$ cat src/rtl/occupancy_grid_box_fill_and_sight_core_defines.svh
// assertion macros used by the top rtl file of the occupancy grid core
// depends on: nothing; expects clk and rst in the including module
`ifndef OCCUPANCY_GRID_BOX_FILL_AND_SIGHT_CORE_DEFINES_SVH
`define OCCUPANCY_GRID_BOX_FILL_AND_SIGHT_CORE_DEFINES_SVH

// same-cycle implication
`define OGBS_ASSERT_NOW(lbl, ante, cons, msg) \
  lbl: assert property (@(posedge clk) disable iff (rst) (ante) |-> (cons)) else $error(msg);

// next-cycle implication
`define OGBS_ASSERT_NXT(lbl, ante, cons, msg) \
  lbl: assert property (@(posedge clk) disable iff (rst) (ante) |=> (cons)) else $error(msg);

`endif

$ cat src/rtl/ogbs_pkg.sv
// types, codes and helpers of the occupancy grid core
// depends on: nothing
package ogbs_pkg;

  localparam int GRID_ROWS_DEF   = 64;
  localparam int GRID_COLS_DEF   = 64;
  localparam int MAX_SAMPLES_DEF = 1024;

  localparam int COORD_W  = 16;
  localparam int CFG_IDX_W = 3;
  localparam int WIDE_W   = 20;   // working width of coordinates and indices
  localparam int NUM_W    = 32;   // divider dividend
  localparam int DEN_W    = 20;   // divider divisor

  localparam logic [1:0] CMD_BOX   = 2'd0;
  localparam logic [1:0] CMD_QUERY = 2'd1;
  localparam logic [1:0] CMD_SEG   = 2'd2;

  localparam logic [1:0] ST_OK     = 2'd0;
  localparam logic [1:0] ST_REJECT = 2'd1;
  localparam logic [1:0] ST_SAT    = 2'd2;

  localparam logic [CFG_IDX_W-1:0] REG_ORIGIN_X = 3'd0;
  localparam logic [CFG_IDX_W-1:0] REG_ORIGIN_Y = 3'd1;
  localparam logic [CFG_IDX_W-1:0] REG_CELL_SH  = 3'd2;
  localparam logic [CFG_IDX_W-1:0] REG_ROWS     = 3'd3;
  localparam logic [CFG_IDX_W-1:0] REG_COLS     = 3'd4;

  typedef struct packed {
    logic [1:0]                cmd;
    logic signed [COORD_W-1:0] point_a_x;
    logic signed [COORD_W-1:0] point_a_y;
    logic signed [COORD_W-1:0] point_b_x;
    logic signed [COORD_W-1:0] point_b_y;
  } in_item_t;

  typedef struct packed {
    logic       answer;
    logic [1:0] status;
  } out_item_t;

  typedef struct packed {
    logic             start;
    logic [NUM_W-1:0] num;
    logic [DEN_W-1:0] den;
  } div_req_t;

  typedef struct packed {
    logic             done;
    logic [NUM_W-1:0] quo;
    logic [DEN_W-1:0] rem;
  } div_rsp_t;

  typedef enum logic [15:0] {
    S_IDLE     = 16'h0001,
    S_CLEAR    = 16'h0002,
    S_BOX_IDX  = 16'h0004,
    S_BOX_DEC  = 16'h0008,
    S_FILL_RD  = 16'h0010,
    S_FILL_WR  = 16'h0020,
    S_SEG_SQ1  = 16'h0040,
    S_SEG_SQ2  = 16'h0080,
    S_SEG_ROOT = 16'h0100,
    S_SEG_CNT  = 16'h0200,
    S_SEG_DIVX = 16'h0400,
    S_SEG_DIVY = 16'h0800,
    S_SEG_STEP = 16'h1000,
    S_LOC_ROW  = 16'h2000,
    S_LOC_COL  = 16'h4000,
    S_LOC_BIT  = 16'h8000
  } state_t;

  function automatic logic signed [WIDE_W-1:0] sx16(input logic [COORD_W-1:0] v);
    return {{(WIDE_W-COORD_W){v[COORD_W-1]}}, v};
  endfunction

endpackage

$ cat src/rtl/ogbs_div.sv
// radix-2 restoring divider, one quotient bit per cycle
// depends on: ogbs_pkg
module ogbs_div (
  input  logic              clk,
  input  logic              rst,
  input  ogbs_pkg::div_req_t req,
  output ogbs_pkg::div_rsp_t rsp
);
  import ogbs_pkg::*;

  logic                  busy;
  logic                  done;
  logic [4:0]            cnt;
  logic [DEN_W-1:0]      rem;
  logic [DEN_W-1:0]      den;
  logic [NUM_W-1:0]      quo;
  logic [DEN_W:0]        part;
  logic [DEN_W:0]        diff;
  logic                  ge;

  assign part = {rem, quo[NUM_W-1]};
  assign diff = part - {1'b0, den};
  assign ge   = !diff[DEN_W];

  always_ff @(posedge clk) begin
    if (rst) begin
      busy <= 1'b0;
      done <= 1'b0;
      cnt  <= '0;
    end else begin
      done <= 1'b0;
      if (req.start) begin
        busy <= 1'b1;
        cnt  <= '0;
        quo  <= req.num;
        den  <= req.den;
        rem  <= '0;
      end else if (busy) begin
        rem <= ge ? diff[DEN_W-1:0] : part[DEN_W-1:0];
        quo <= {quo[NUM_W-2:0], ge};
        cnt <= cnt + 5'd1;
        if (cnt == 5'(NUM_W - 1)) begin
          busy <= 1'b0;
          done <= 1'b1;
        end
      end
    end
  end

  assign rsp.done = done;
  assign rsp.quo  = quo;
  assign rsp.rem  = rem;

endmodule

$ cat config.mk
export PLATFORM = sky130hd
export DESIGN_NAME = ogbs_div
export DESIGN_NICKNAME = d
export VERILOG_FILES = /design/src/rtl/occupancy_grid_box_fill_and_sight_core_defines.svh /design/src/rtl/ogbs_pkg.sv /design/src/rtl/ogbs_div.sv
export SDC_FILE = /design/constraint.sdc
export NUM_CORES = 1
export LEC_CHECK = 0
export BUFFER_PORTS_ARGS = -buffer_cell sky130_fd_sc_hd__buf_2
export CAP_MARGIN = 0
export CORE_ASPECT_RATIO = 0.9
export CORE_MARGIN = 2
export CORE_UTILIZATION = 40
export DETAILED_ROUTE_END_ITERATION = 10
export PLACE_DENSITY = 0.74
export SKIP_CTS_REPAIR_TIMING = 1
export SKIP_LAST_GASP = 1
export SYNTH_ARGS = -nofsm -noshare
export SYNTH_HDL_FRONTEND = slang
export SYNTH_SLANG_ARGS = --single-unit
export TNS_END_PERCENT = 1
$ cat constraint.sdc
create_clock -name clk -period 4.7 [get_ports clk]
set_clock_uncertainty 0.1 [all_clocks]
set_input_delay 0 -clock clk [delete_from_list [all_inputs] [get_ports clk]]
set_output_delay 0 -clock clk [all_outputs]
set_load 0.01 [all_outputs]
==> flow_summary.ini <==
[floorplan]
die_h_microns = 102
die_w_microns = 112
io_pins = 108
coreArea_sq_mm = 0.0103
dieArea_sq_mm = 0.0114
start_util_pct = 41.2
placementRows = 35

[power_and_ir_drop]
switchingPower_uw = 605
pwr-share-seq_pct = 42.4
total_power_mw = 2.06
clockPowerShare_pct = 32.1
leakage_nw = 2.45
pwr-share-comb_pct = 25.5
internal_power_mw = 1.46
peakVddDrop_mv = 0.219
switching_share_pct = 29.3
powerDensity_mw_per_mm2 = 361

[final_layout]
antennaDiodeCount = 0
nFillCells = 851
area_growth_syn_to_layout_pct = 34.6
fin_area_sq_mm = 0.00570
regArea_sq_mm = 0.00230
multiInputGateArea_sq_mm = 0.00178
drive_gt1_share_pct = 33.3
fin_nets = 580

[route]
drt_wl_total_microns = 10100
drt-vias-per-instance = 5.05
vias = 3214
final_antenna_net_count = 0
drc = 0
drt_iter0_markers = 91
first_pass_iters = 4
wl_per_cell_microns = 15.9

[worst_setup_path]
reg2reg_slack_ns = 1.22
cp-start-kind = flip-flop
crit_start = quo[31]$_DFFE_PP_
crit_arrival_ns = 3.45
cp.required_ns = 4.67
cp_top_family = compound AO/OA/AOI/OAI gates
path_buf_inv = 2
rr_startpoint = quo[31]$_DFFE_PP_
critPathMaxStageDelay_ns = 0.49
crit_type = reg -> reg
critical_path.cell_chain = inv_1 -> ha_1 -> fa_1 -> and2b_1 -> o2111ai_2 -> nand3b_4 -> a311oi_2 -> o21a_1 -> o311a_1 -> buf_4 -> mux2i_1 -> nor2_1
crit_path_top_delay_cell = o311a_1
end_kind = flip-flop
cp_max_fo = 14

[run_status]
outcome = finished clean

[sta]
timing.hold.ws_ns = 0.267
min_period_ns = 3.48
tightest_slew_ns = 1.13
max_freq_mhz = 287
hold_viol = 0
relSlewSlack_pct = 24.0
rsz0062_at_grt = false
setup_viol = 0
setup_tns_ns = 0
fin_crit_sh_pct = 74.0
slew_violations = 0

[logic_synthesis]
postSynthAreaPerCell_sq_um = 12.4
syn_area_sq_mm = 0.00424
async_reset_ff_share_pct = 0
synth_area_leaders = edfxtp_1 51%, mux2_2 8.2%, ha_1 6.5%, mux2i_1 4.3%, dfxtp_1 3.3%
yosysTopAreaCellShare_pct = 51.0
synth_edf_count = 72
synth_fp_nets = 419
post_synth_inst_count = 341
ys_types = 50
ys_seq_area_share_pct = 54.3
ys_ff_latch = 79
yosysWarnings = 0
synthTopCellsByCount = 72 x edfxtp_1, 32 x nor2_1, 31 x mux2_2, 24 x inv_1, 22 x ha_1
synth.most_common_cell = edfxtp_1
synth_ff_type = edfxtp_1
synth_top_area_cell = edfxtp_1

[global_routing]
grt_remaining_overflow = 0
antenna_found_initial = 0
top_usage_layer = met2
grt_use_total_pct = 16.8
grt_pass1_vias = 3060
grt_pass1_wl_microns = 15000
gr-usage-met3_pct = 8.26
grtUsageMet1_pct = 20.5
grtUsageMet2_pct = 26.8
grt_max_degree = 58

[placed_design]
gp_congestion = 0.926
dpl.hpwl_microns = 6630
numPortBuffers = 107
placed_area_sq_mm = 0.00489

[clock_network]
cts_tree = yes
clockBufferDepth = 2
cts_root_buf = clkbuf_16
worstSkewPairLatency_ns = 0.34
htreeDepth = 3
cts.sinks = 79
clkTransAtPathRegs_ns = 0.07
cts_buffers = 9

[flow_run]
maxCapViolations = 0

[min_path]
hp-class = in -> reg
hp-start = req[16]
==> cell type report <==
cell class	count	area share (%)
Sequential cell	79	40.4
Multi-Input combinational cell	225	31.2
Timing Repair Buffer	163	19.1
Clock buffer	9	3.95
Tap cell	129	2.83
Inverter	24	1.58
Clock inverter	7	0.943
==> path summary, 6_finish.rpt <==
path / end / cells past startpoint
min reg2reg: cnt[4]$_SDFFE_PP0P_ / 2
max reg2reg: rem[16]$_SDFFCE_PP0P_ / 12
max: rem[16]$_SDFFCE_PP0P_ / 12
min: den[16]$_DFFE_PP_ / 2
==> sequential cells by signal, indices dropped and copies added, names as in the netlist <==
register  flops
busy          1
den          20
rem          20
quo          32
cnt           5
done          1
==> cells in the final DEF, fill, tap and decap left out, drive strengths merged, types with 6 or more instances in the layout <==
cell and n:
inv 27, o21ai 9, mux2 31, buf 110, nand2 19, a21o 9
mux2i 18, nor2 32, clkbuf 9, edfxtp 72, a21oi 15, xor2 6
ha 22, dfxtp 7, dlygate4sd3 53, xnor2 13
==> per-layer routing <==
layer | up-vias | wire (microns) | part of all wire (%)
li1 | 1567 | - | -
met1 | 1514 | 4300 | 43
met2 | 123 | 4830 | 48
met3 | 10 | 888 | 8.8
met4 | 0 | 95 | 0.94
met5 | - | 0 | 0
==> power by group through the flow <==
stage | clock (mW) | combinational, mW | sequential, mW
after floorplan | 0 | 0.353 | 0.899
after global placement | 0 | 0.477 | 0.886
after detailed placement | 0 | 0.488 | 0.888
after CTS | 0.673 | 0.491 | 0.874
after global routing | 0.704 | 0.580 | 0.880
final | 0.662 | 0.526 | 0.874
==> through the flow <==
step	std cells	util [%]	worst slack, ns
finish	636	55.4	1.22
global route	636	55.4	0.969
CTS	583	50.3	1.19
detailed placement	567	47.6	1.18
global placement	567	47.6	1.36
floorplan	341	-	1.25
==> logic make-up after synthesis <==
logic type / synth area share [%]
AND/OR/NAND/NOR: 8.74
flip-flops: 54.3
adder cells (fa/ha/maj): 6.97
buffers and inverters: 3.84
AO/OA/AOI/OAI: 9.69
multiplexers: 12.5
XOR/XNOR: 3.93
No activity file was read; power rests on OpenSTA's default activity.
